$ cat src/swap_frame_allocator_assert.svh
// ----------------------------------------------------------------------------
// swap_frame_allocator assertion macros
// shared property forms for the allocator checks
// ----------------------------------------------------------------------------
`ifndef SWAP_FRAME_ALLOCATOR_ASSERT_SVH
`define SWAP_FRAME_ALLOCATOR_ASSERT_SVH

// same-cycle implication, disabled while in reset
`define SFA_ASSERT_NOW(label, clk, rstn, ante, cons) \
    label: assert property (@(posedge clk) disable iff (!(rstn)) (ante) |-> (cons)) \
        else $error("swap_frame_allocator check failed");

// next-cycle implication, disabled while in reset
`define SFA_ASSERT_NEXT(label, clk, rstn, ante, cons) \
    label: assert property (@(posedge clk) disable iff (!(rstn)) (ante) |=> (cons)) \
        else $error("swap_frame_allocator check failed");

`endif

$ cat src/sfa_pkg.sv
// ----------------------------------------------------------------------------
// sfa_pkg
// types and constants shared by the swap frame allocator modules
// ----------------------------------------------------------------------------
`timescale 1ns / 1ps
`default_nettype none

package sfa_pkg;

    localparam int FRAMES      = 16;
    localparam int PAGES       = 32;
    localparam int PROCESSES   = 8;

    localparam int FRAME_W     = $clog2(FRAMES);
    localparam int PID_W       = 4;
    localparam int PAGE_W      = 5;
    localparam int ADDR_W      = 32;
    localparam int PROC_IDX_W  = (PROCESSES > 1) ? $clog2(PROCESSES) : 1;
    localparam int FRAME_SHIFT = 12;

    localparam logic [ADDR_W-1:0] POOL_BASE = 32'h2002_0000;

    localparam logic ACT_FAULT     = 1'b0;
    localparam logic ACT_TERMINATE = 1'b1;

    // packed widths of the stream payloads
    localparam int S_DATA_W = ((PID_W + PAGE_W + 7) / 8) * 8;
    localparam int M_FIELD_W = FRAME_W + ADDR_W + 1 + PID_W + PAGE_W;
    localparam int M_DATA_W = ((M_FIELD_W + 7) / 8) * 8;

    // scan unit status back to the sequencer
    typedef struct packed {
        logic               done;
        logic [FRAME_W-1:0] chosen;
    } sfa_scan_status_t;

    // owner table write port
    typedef struct packed {
        logic               en;
        logic [FRAME_W-1:0] addr;
        logic [PID_W-1:0]   data;
    } sfa_owner_wr_t;

    // step to the next frame, circularly
    function automatic logic [FRAME_W-1:0] next_frame(input logic [FRAME_W-1:0] f);
        logic [FRAME_W-1:0] r;
        if (f == FRAME_W'(FRAMES - 1)) begin
            r = '0;
        end else begin
            r = f + FRAME_W'(1);
        end
        return r;
    endfunction

endpackage

`default_nettype wire

$ cat src/sfa_ram.sv
// ----------------------------------------------------------------------------
// sfa_ram
// generic single-port-write, single-port-read ram with registered read
// ----------------------------------------------------------------------------
`timescale 1ns / 1ps
`default_nettype none

module sfa_ram #(
    parameter int WIDTH = 8,
    parameter int DEPTH = 16
) (
    input  wire logic                     aclk,
    input  wire logic                     wr_en,
    input  wire logic [$clog2(DEPTH)-1:0] wr_addr,
    input  wire logic [WIDTH-1:0]         wr_data,
    input  wire logic                     rd_en,
    input  wire logic [$clog2(DEPTH)-1:0] rd_addr,
    output logic      [WIDTH-1:0]         rd_data
);

    logic [WIDTH-1:0] mem_reg [DEPTH];
    logic [WIDTH-1:0] rd_data_reg;

    always_ff @(posedge aclk) begin
        if (wr_en) begin
            mem_reg[wr_addr] <= wr_data;
        end
        if (rd_en) begin
            rd_data_reg <= mem_reg[rd_addr];
        end
    end

    assign rd_data = rd_data_reg;

endmodule

`default_nettype wire

$ cat src/sfa_owner_tbl.sv
// ----------------------------------------------------------------------------
// sfa_owner_tbl
// frame owner table, cleared to free on reset, one read and one write port
// ----------------------------------------------------------------------------
`timescale 1ns / 1ps
`default_nettype none

module sfa_owner_tbl (
    input  wire logic                             aclk,
    input  wire logic                             aresetn,
    input  wire sfa_pkg::sfa_owner_wr_t           wr,
    input  wire logic [sfa_pkg::FRAME_W-1:0]      rd_addr,
    output logic      [sfa_pkg::PID_W-1:0]        rd_data
);

    logic [sfa_pkg::PID_W-1:0] owner_reg [sfa_pkg::FRAMES];

    always_ff @(posedge aclk) begin
        if (!aresetn) begin
            for (int i = 0; i < sfa_pkg::FRAMES; i++) begin
                owner_reg[i] <= '0;
            end
        end else if (wr.en) begin
            owner_reg[wr.addr] <= wr.data;
        end
    end

    assign rd_data = owner_reg[rd_addr];

endmodule

`default_nettype wire

$ cat src/sfa_scan.sv
// ----------------------------------------------------------------------------
// sfa_scan
// circular free-frame search, one table entry per cycle
// ----------------------------------------------------------------------------
`timescale 1ns / 1ps
`default_nettype none

module sfa_scan (
    input  wire logic                          aclk,
    input  wire logic                          aresetn,
    input  wire logic                          start,
    input  wire logic [sfa_pkg::FRAME_W-1:0]   start_frame,
    input  wire logic [sfa_pkg::PID_W-1:0]     owner,
    output logic      [sfa_pkg::FRAME_W-1:0]   probe,
    output sfa_pkg::sfa_scan_status_t          status
);

    logic                          busy_reg;
    logic [sfa_pkg::FRAME_W-1:0]   ptr_reg;
    logic [sfa_pkg::FRAME_W-1:0]   cnt_reg;
    logic [sfa_pkg::FRAME_W-1:0]   base_reg;
    logic                          is_free;
    logic                          at_end;

    assign is_free = (owner == '0);
    assign at_end  = (cnt_reg == sfa_pkg::FRAME_W'(sfa_pkg::FRAMES - 1));

    always_ff @(posedge aclk) begin
        if (!aresetn) begin
            busy_reg <= 1'b0;
        end else if (start) begin
            busy_reg <= 1'b1;
        end else if (status.done) begin
            busy_reg <= 1'b0;
        end
    end

    always_ff @(posedge aclk) begin
        if (start) begin
            ptr_reg  <= start_frame;
            base_reg <= start_frame;
            cnt_reg  <= '0;
        end else if (busy_reg && !status.done) begin
            ptr_reg <= sfa_pkg::next_frame(ptr_reg);
            cnt_reg <= cnt_reg + sfa_pkg::FRAME_W'(1);
        end
    end

    // table full: fall back to the frame after the last one chosen
    always_comb begin
        status.done   = busy_reg && (is_free || at_end);
        status.chosen = is_free ? ptr_reg : sfa_pkg::next_frame(base_reg);
    end

    assign probe = ptr_reg;

endmodule

`default_nettype wire

$ cat src/swap_frame_allocator.sv
// ----------------------------------------------------------------------------
// swap_frame_allocator
// round-robin swap pool frame allocator with victim writeback reporting
// ----------------------------------------------------------------------------
// channel   dir  tdata fields (lsb first)                         tuser
// s_*       in   process_id[3:0], page_index[8:4]                 action
// m_*       out  frame_number[3:0], frame_address[35:4],          error
//                writeback[36], victim_process[40:37],
//                victim_page[45:41]
//
// a page fault passes through the scan, read, update and output states; the
// scan unit visits 1..16 owner table entries on the way (one per cycle)
// terminate and invalid requests go from idle straight to the output state
// one request at a time: s_tready is high only while the sequencer is idle
// a finished result waits in the output register; the next request is taken
// meanwhile, and its result waits in the output state until m_tready frees it
// synchronous active-low reset frees all frames, clears alive bits and
// last frame; page table entries are undefined until written
// ----------------------------------------------------------------------------
`timescale 1ns / 1ps
`default_nettype none
`include "swap_frame_allocator_assert.svh"

module swap_frame_allocator (
    input  wire logic                           aclk,
    input  wire logic                           aresetn,
    // request channel
    input  wire logic                           s_tvalid,
    output logic                                s_tready,
    input  wire logic [sfa_pkg::S_DATA_W-1:0]   s_tdata,   // process_id, page_index
    input  wire logic                           s_tuser,   // action
    // result channel
    output logic                                m_tvalid,
    input  wire logic                           m_tready,
    output logic      [sfa_pkg::M_DATA_W-1:0]   m_tdata,   // frame_number, frame_address,
                                                           // writeback, victim_process,
                                                           // victim_page
    output logic                                m_tuser    // error
);

    typedef enum logic [4:0] {
        S_IDLE = 5'b00001,
        S_SCAN = 5'b00010,
        S_READ = 5'b00100,
        S_UPD  = 5'b01000,
        S_OUT  = 5'b10000
    } state_t;

    state_t state_reg, state_next;

    // request fields
    logic [sfa_pkg::PID_W-1:0]  in_pid;
    logic [sfa_pkg::PAGE_W-1:0] in_page;
    logic                       in_action;
    logic                       s_fire;
    logic                       pid_ok;
    logic                       page_ok;

    assign in_pid    = s_tdata[sfa_pkg::PID_W-1:0];
    assign in_page   = s_tdata[sfa_pkg::PID_W +: sfa_pkg::PAGE_W];
    assign in_action = s_tuser;
    assign s_tready  = (state_reg == S_IDLE);
    assign s_fire    = s_tvalid && s_tready;
    assign pid_ok    = (in_pid != '0) &&
                       (in_pid <= sfa_pkg::PID_W'(sfa_pkg::PROCESSES));
    assign page_ok   = ({1'b0, in_page} < (sfa_pkg::PAGE_W + 1)'(sfa_pkg::PAGES));

    // working registers for the request in flight, alive bits and last chosen frame
    logic [sfa_pkg::PID_W-1:0]      pid_reg;
    logic [sfa_pkg::PAGE_W-1:0]     page_reg;
    logic                           fault_ok_reg;
    logic                           err_reg;
    logic [sfa_pkg::FRAME_W-1:0]    chosen_reg;
    logic [sfa_pkg::PID_W-1:0]      vproc_reg;
    logic [sfa_pkg::PAGE_W-1:0]     vpage_reg;
    logic                           wb_reg;
    logic [sfa_pkg::PROCESSES-1:0]  alive_reg;
    logic [sfa_pkg::FRAME_W-1:0]    last_frame_reg;

    // output register
    logic                           m_tvalid_reg;
    logic [sfa_pkg::M_DATA_W-1:0]   m_tdata_reg;
    logic                           m_tuser_reg;
    logic                           out_load;

    // scan unit and tables
    sfa_pkg::sfa_scan_status_t      scan_status;
    logic [sfa_pkg::FRAME_W-1:0]    scan_probe;
    logic                           scan_start;
    logic [sfa_pkg::FRAME_W-1:0]    owner_rd_addr;
    logic [sfa_pkg::PID_W-1:0]      owner_rd_data;
    sfa_pkg::sfa_owner_wr_t         owner_wr;
    logic [sfa_pkg::PAGE_W-1:0]     page_rd_data;
    logic                           upd_en;

    assign scan_start    = s_fire && (in_action == sfa_pkg::ACT_FAULT) && pid_ok && page_ok;
    // single read port: scan pointer while searching, chosen frame afterwards
    assign owner_rd_addr = (state_reg == S_SCAN) ? scan_probe : chosen_reg;
    assign upd_en        = (state_reg == S_UPD);

    always_comb begin
        owner_wr.en   = upd_en;
        owner_wr.addr = chosen_reg;
        owner_wr.data = pid_reg;
    end

    sfa_scan u_scan (
        .aclk        (aclk),
        .aresetn     (aresetn),
        .start       (scan_start),
        .start_frame (last_frame_reg),
        .owner       (owner_rd_data),
        .probe       (scan_probe),
        .status      (scan_status)
    );

    sfa_owner_tbl u_owner (
        .aclk    (aclk),
        .aresetn (aresetn),
        .wr      (owner_wr),
        .rd_addr (owner_rd_addr),
        .rd_data (owner_rd_data)
    );

    // page held in each frame; its read is used only while the frame is occupied
    sfa_ram #(
        .WIDTH (sfa_pkg::PAGE_W),
        .DEPTH (sfa_pkg::FRAMES)
    ) u_page_ram (
        .aclk    (aclk),
        .wr_en   (upd_en),
        .wr_addr (chosen_reg),
        .wr_data (page_reg),
        .rd_en   (state_reg == S_READ),
        .rd_addr (chosen_reg),
        .rd_data (page_rd_data)
    );

    // sequencer
    always_comb begin
        state_next = state_reg;
        unique case (state_reg)
            S_IDLE: begin
                if (s_fire) begin
                    state_next = scan_start ? S_SCAN : S_OUT;
                end
            end
            S_SCAN: begin
                if (scan_status.done) begin
                    state_next = S_READ;
                end
            end
            S_READ: state_next = S_UPD;
            S_UPD:  state_next = S_OUT;
            S_OUT: begin
                if (out_load) begin
                    state_next = S_IDLE;
                end
            end
            default: state_next = S_IDLE;
        endcase
    end

    always_ff @(posedge aclk) begin
        if (!aresetn) begin
            state_reg <= S_IDLE;
        end else begin
            state_reg <= state_next;
        end
    end

    // allocator state: alive bits and round-robin position
    always_ff @(posedge aclk) begin
        if (!aresetn) begin
            alive_reg      <= '0;
            last_frame_reg <= '0;
        end else begin
            if (s_fire && pid_ok && (in_action == sfa_pkg::ACT_TERMINATE)) begin
                alive_reg[sfa_pkg::PROC_IDX_W'(in_pid - sfa_pkg::PID_W'(1))] <= 1'b0;
            end
            if (upd_en) begin
                alive_reg[sfa_pkg::PROC_IDX_W'(pid_reg - sfa_pkg::PID_W'(1))] <= 1'b1;
                last_frame_reg <= chosen_reg;
            end
        end
    end

    // per-request working registers
    always_ff @(posedge aclk) begin
        if (s_fire) begin
            pid_reg      <= in_pid;
            page_reg     <= in_page;
            fault_ok_reg <= scan_start;
            // bad process id, or a fault on a page past the table
            err_reg      <= !pid_ok || ((in_action == sfa_pkg::ACT_FAULT) && !page_ok);
            chosen_reg   <= '0;
            vproc_reg    <= '0;
            vpage_reg    <= '0;
            wb_reg       <= 1'b0;
        end
        if ((state_reg == S_SCAN) && scan_status.done) begin
            chosen_reg <= scan_status.chosen;
        end
        if (state_reg == S_READ) begin
            vproc_reg <= owner_rd_data;
            // writeback only when the previous owner is still alive
            wb_reg    <= (owner_rd_data != '0) &&
                         alive_reg[sfa_pkg::PROC_IDX_W'(owner_rd_data - sfa_pkg::PID_W'(1))];
        end
        if (upd_en) begin
            vpage_reg <= (vproc_reg != '0) ? page_rd_data : '0;
        end
    end

    // result assembly
    logic [sfa_pkg::ADDR_W-1:0] frame_addr;

    assign frame_addr = fault_ok_reg
        ? sfa_pkg::POOL_BASE + (sfa_pkg::ADDR_W'(chosen_reg) << sfa_pkg::FRAME_SHIFT)
        : '0;

    assign out_load = (state_reg == S_OUT) && (!m_tvalid_reg || m_tready);

    always_ff @(posedge aclk) begin
        if (!aresetn) begin
            m_tvalid_reg <= 1'b0;
        end else if (out_load) begin
            m_tvalid_reg <= 1'b1;
        end else if (m_tready) begin
            m_tvalid_reg <= 1'b0;
        end
    end

    always_ff @(posedge aclk) begin
        if (out_load) begin
            m_tdata_reg <= sfa_pkg::M_DATA_W'({vpage_reg, vproc_reg, wb_reg,
                                               frame_addr, chosen_reg});
            m_tuser_reg <= err_reg;
        end
    end

    assign m_tvalid = m_tvalid_reg;
    assign m_tdata  = m_tdata_reg;
    assign m_tuser  = m_tuser_reg;

    // checks
    `SFA_ASSERT_NEXT(a_out_load_shows, aclk, aresetn,
        (state_reg == S_OUT) && !m_tvalid_reg, m_tvalid_reg)
    `SFA_ASSERT_NOW(a_wb_has_owner, aclk, aresetn,
        m_tvalid_reg && m_tdata_reg[sfa_pkg::FRAME_W + sfa_pkg::ADDR_W],
        m_tdata_reg[sfa_pkg::FRAME_W + sfa_pkg::ADDR_W + 1 +: sfa_pkg::PID_W] != '0)
    `SFA_ASSERT_NOW(a_err_empty, aclk, aresetn,
        m_tvalid_reg && m_tuser_reg,
        m_tdata_reg == '0)
    `SFA_ASSERT_NOW(a_scan_only_on_fault, aclk, aresetn,
        scan_status.done, state_reg == S_SCAN)

endmodule

`default_nettype wire
$ cat config.mk
export PLATFORM = sky130hd
export DESIGN_NAME = swap_frame_allocator
export DESIGN_NICKNAME = d
export VERILOG_FILES = /design/src/sfa_pkg.sv /design/src/sfa_ram.sv /design/src/sfa_owner_tbl.sv /design/src/sfa_scan.sv /design/src/swap_frame_allocator.sv
export VERILOG_INCLUDE_DIRS = /design/src /design/src/src
export SDC_FILE = /design/constraint.sdc
export NUM_CORES = 1
export LEC_CHECK = 0
export BUFFER_PORTS_ARGS = -buffer_cell sky130_fd_sc_hd__buf_2
export CAP_MARGIN = 5
export CORE_MARGIN = 2
export CORE_UTILIZATION = 50
export CTS_BUF_LIST = sky130_fd_sc_hd__clkbuf_2
export DETAILED_ROUTE_END_ITERATION = 7
export PLACE_DENSITY_LB_ADDON = 0.05
export SLEW_MARGIN = 40
export SYNTH_ARGS = -nofsm -noshare
export SYNTH_HDL_FRONTEND = slang
export SYNTH_HIERARCHICAL = 1
export SYNTH_SLANG_ARGS = --single-unit
$ cat constraint.sdc
create_clock -name aclk -period 4.5 [get_ports aclk]
set_input_delay 0.675 -clock aclk [delete_from_list [all_inputs] [get_ports aclk]]
set_output_delay 0.675 -clock aclk [all_outputs]
set_load 0.03 [all_outputs]
After elaboration in Yosys (flattened, before gate mapping)
Memories as Yosys holds them, arrays and structs flattened. A register that Yosys moved wholly into a read port is not among the register bits.
Index checks and enable logic that the tools add are counted.
Widths: inputs -> output; s select.
- order comparisons: 6
- bitwise logic cells: 4
- add/sub/neg operators: 7
- muxes and demuxes: 40
- reduce and logical (&&, ||, !) cells: 30
- equality and inequality tests: 11
- operator list (kind ; count):
    $mux 4 ; 11
    $mux 5 ; 7
    $add 30x16->31 const A ; 1
    $pmux 5 s5 ; 1
    $mux 8 ; 3
    $mux 1 ; 15
    $logic_and 1x1->1 ; 13
    $add 4x1->4 const B ; 3
    $eq 4x4->1 const B ; 3
    $lt 3x4->1 const B ; 3
    $reduce_bool 2->1 ; 6
    $reduce_bool 4->1 ; 3
    $sub 3x1->3 const B ; 3
    $and 8x8->8 ; 1
    $not 8->8 ; 1
    $or 8x8->8 ; 1
    $demux 1 s3 ; 2
    $ge 3x1->1 const B ; 2
    $eq 5x1->1 const B ; 1
    $eq 5x2->1 const B ; 1
    $eq 5x3->1 const B ; 1
    $eq 5x4->1 const B ; 1
    $eq 5x5->1 const B ; 1
    $le 4x4->1 const B ; 1
    other kinds (9) ; 13
- bits in registers: 103
- RAM bits: 144
- memories kept: 2
- memory list (name ; depth ; bits a word ; read ports ; clocked after Yosys merged registers in ; write ports ; line ; text):
    u_page_ram.mem_reg ; 16 ; 5 ; 1 ; 1 ; 1 ; sfa_ram.sv:21 ; logic [WIDTH-1:0] mem_reg [DEPTH];
    u_owner.owner_reg ; 16 ; 4 ; 1 ; 0 ; 16 ; sfa_owner_tbl.sv:16 ; logic [sfa_pkg::PID_W-1:0] owner_reg [sfa_pkg::FRAMES];

Longest topological paths before layout
- depth after elaboration: 11
- depth in mapped cells: 16
- depth with buffers taken out: 13

Cells and area by module
Netlist, hierarchy kept.
- modules (own cells, without submodules) (module ; sequential area each (sq um) ; cells each ; area an instance (sq um) ; instances):
    sfa_ram ; 2552.4 ; 155 ; 3263.1 ; 1
    sfa_owner_tbl ; 1921.8 ; 212 ; 3101.7 ; 1
    swap_frame_allocator ; 1711.6 ; 235 ; 2821.5 ; 1
    sfa_scan ; 340.3 ; 62 ; 699.4 ; 1

Least setup slack after synthesis
OpenSTA, ideal clock, no wires.
- path kind: flip-flop to flip-flop
- start: register state_reg[2]
- end: register state_reg[0]
- slack: 1.117 ns
- data required time: 4.441 ns
- arrival: 3.324 ns
- stages on the path, launching flop included: 17
- period minus slack after synthesis: 3.383 ns
- path through: dfxtp_1 > nor2_1 > and3_1 > clkbuf_1 > nand2_1 > nand2_1 > buf_6 > buf_12 > mux4_1 > nand3_1 > nand3_1 > nor4_4 > o21a_1 > nor3_1 > a21oi_1 > a221o_1 > a41o_1
- RTL lines (item ; line ; text):
    start: declaration ; swap_frame_allocator.sv:49 ; state_t state_reg, state_next;
    start signal: assignment ; swap_frame_allocator.sv:168 ; state_reg <= state_next;

==> results.tsv <==
metric	value	unit
post-synth top area share	61.4	%
total chip power	4390	µW
WP data required	5210	ps
Max Slew Vio Count	0	
H-tree levels	2	
Crit Path Class	reg -> reg	
Port Buffers	36	
type of origin of the critical path	flip-flop	
post-synth cell types	62	
setup TNS	0	ps
Max-Slew Margin vs Limit	47.2	%
core outline area	19500	µm²
Via-to-Cell Ratio	5.33	
final period utilization	85.5	%
clock skew	54.0	ps
clock-pin slew on the worst setup and hold paths	100	ps
postcts setup bufs	0	
Max-Cap Viols	0	
dpl ws	705	ps
first-pass GRT wire length	30300	µm
Yosys top cell by area	edfxtp_1	
Area contributors post-synth	edfxtp_1, mux4_2, and2_1	
Post-synth EDFFs	202	
share of layout cells above drive strength 1	23.0	%
asr flop ratio synth	0	%
GRT Total Usage	19.4	%
Post-synth top flop	edfxtp_1	
initial antenna violation count	1	
max reg flops	80	
Detail Route Antenna Nets	0	
area of the mapped netlist	9890	µm²
Worst-Margin Slew	786	ps
Synth Register Bits	225	
Area Growth Syn to Fin	9.87	%
Pwr per Cell Area	404	nW/µm²
Die Height	145	µm
Min-Delay Path Class	in -> reg	
Gate Count Post-Synth	664	
# rows	51	
routability cong.	0.775	
slack of the critical path	651	ps
clock sinks	225	
Vias	5706	
Synthesis Warnings	6	
sequential area share after synthesis	66.0	%
filler cell count	1646	
outcome	completed	
DR WL/cell	18.2	µm
drt drc	0	
Max FO, Critical Path	10	
largest net degree at the start of global routing	38	
RSZ-0062 raised after global routing	no	
Leak	0.00402	µW
I/O pins	72	
drt pass-1 iters	5	
CTS Hold Bufs	6	
fmax	260	MHz
final core utilization	55.8	%
chip width	145	µm
Final setup viols	0	
CP arrival	4560	ps
Root Buffer	clkbuf_2	
Die Area	20900	µm²
hold violation total from the final report	0	
Tmin final	3850	ps
DRT iter0 DRCs	408	
Clock Tree Buf Depth	3	
VDD IR-drop max	154	µV
layout net count	786	
Mapped Avg Cell Area	14.9	µm²
TritonCTS buffer count	59	
TritonCTS clock tree	built	
starting density of the core	50.8	%
post_cts resized	0	
vias in the first global route	5762	
total wire length	19500	µm
GR Overflow Total	0	
DP HPWL	12800	µm
Skew-Pair Late Insertion Delay	810	ps
CP endpoint kind	flip-flop	
==> routing by layer <==
metal  share of wire (%)  track usage, %
met1                  44            25.6
met3                 5.4            4.70
met4                 1.3            6.03
met5                   0               0
met2                  50            32.2
==> per-stage QoR <==
stage          instances  instance area (µm²)  hold slack [ps]
4_1_cts             1069                10800             1.84
3_3_place_gp         956                10300              402
3_5_place_dp         956                10300              405
2_1_floorplan        691                 9990              400
6_report            1070                10900              108
5_1_grt             1070                10900             4.08
==> area by class of cell <==
class	instances	area [µm²]	area share, %
Antenna cell	1	2.50	0.0230
Clock buffer	93	465	4.29
Clock inverter	14	60.1	0.553
Inverter	12	45.0	0.415
Multi-Input combinational cell	407	3110	28.6
Sequential cell	225	6530	60.1
Tap cell	265	332	3.05
Timing Repair Buffer	53	323	2.97
==> cell usage in the layout (no fill, tap or decap), types with 4 or more instances in the layout <==
master / count
edfxtp_1: 202
clkbuf_2: 93
and2_1: 76
nand2_1: 47
nor2_1: 37
buf_2: 36
nand3_1: 28
conb_1: 28
mux4_2: 24
dfxtp_1: 23
o21ai_0: 16
mux4_1: 14
nand2b_1: 13
buf_4: 11
inv_1: 10
nor3_1: 9
clkinv_1: 9
a22oi_1: 9
nor2b_1: 7
and3_1: 7
ha_1: 7
o21a_1: 6
dlygate4sd3_1: 6
nand3b_1: 5
nor4_1: 5
a21boi_1: 5
xnor2_1: 4
o22ai_1: 4
a21o_1: 4
==> where the power goes <==
group / switching, µW / internal (µW)
clock: 792 / 545
combinational: 360 / 212
sequential: 91.6 / 2390
total: 1240 / 3140
==> cells in the mapped netlist, types with 9 or more instances <==
cell type and count:
edfxtp_1 202, clkbuf_1 10, buf_4 30, nor2_1 37, a22oi_1 9, mux4_1 14
nand2_1 47, and2_1 76, inv_1 10, o21ai_0 16, mux4_2 24, nand3_1 28
nor3_1 11, dfxtp_1 23, nand2b_1 13
==> cells by family after synthesis <==
kind of cell               after synthesis  synth area share, %
DFF                                    225                 66.0
other                                    1               0.0379
muxes                                   42                 9.66
adders and majority gates                7                0.886
buffers and inverters                   59                 3.73
AOI/OAI and AO/OA                       66                 4.57
xor gates and xnor gates                 6                0.608
and+or+nand+nor                        258                 14.5
==> worst paths after layout <==
check / endpoint / cells after the start / from / slack (ps)
max: state_reg[0]$_SDFFE_PN1P_ / 14 / state_reg[4]$_SDFFE_PN0P_ / 650
min: pid_reg[2]$_DFFE_PP_ / 1 / s_tdata[2] / 110
max reg2reg: state_reg[0]$_SDFFE_PN1P_ / 14 / state_reg[4]$_SDFFE_PN0P_ / 650
min reg2reg: m_tdata[45]$_DFFE_PP_ / 0 / vpage_reg[4]$_SDFFCE_PN0P_ / 420
==> worst max-delay path, stage by stage, from the launching register on <==
cell and delay [ps]:
dfxtp_1 390, nor2_1 140, and3_1 370, nand2_1 90, nand2_1 260, buf_4 220, mux4_1 560, a22oi_1 290
nand3_1 290, nor4_4 270, o21a_1 330, nor3_1 70, a21oi_1 170, a221o_1 180, a41o_1 160
No activity file was read; power rests on OpenSTA's default activity.
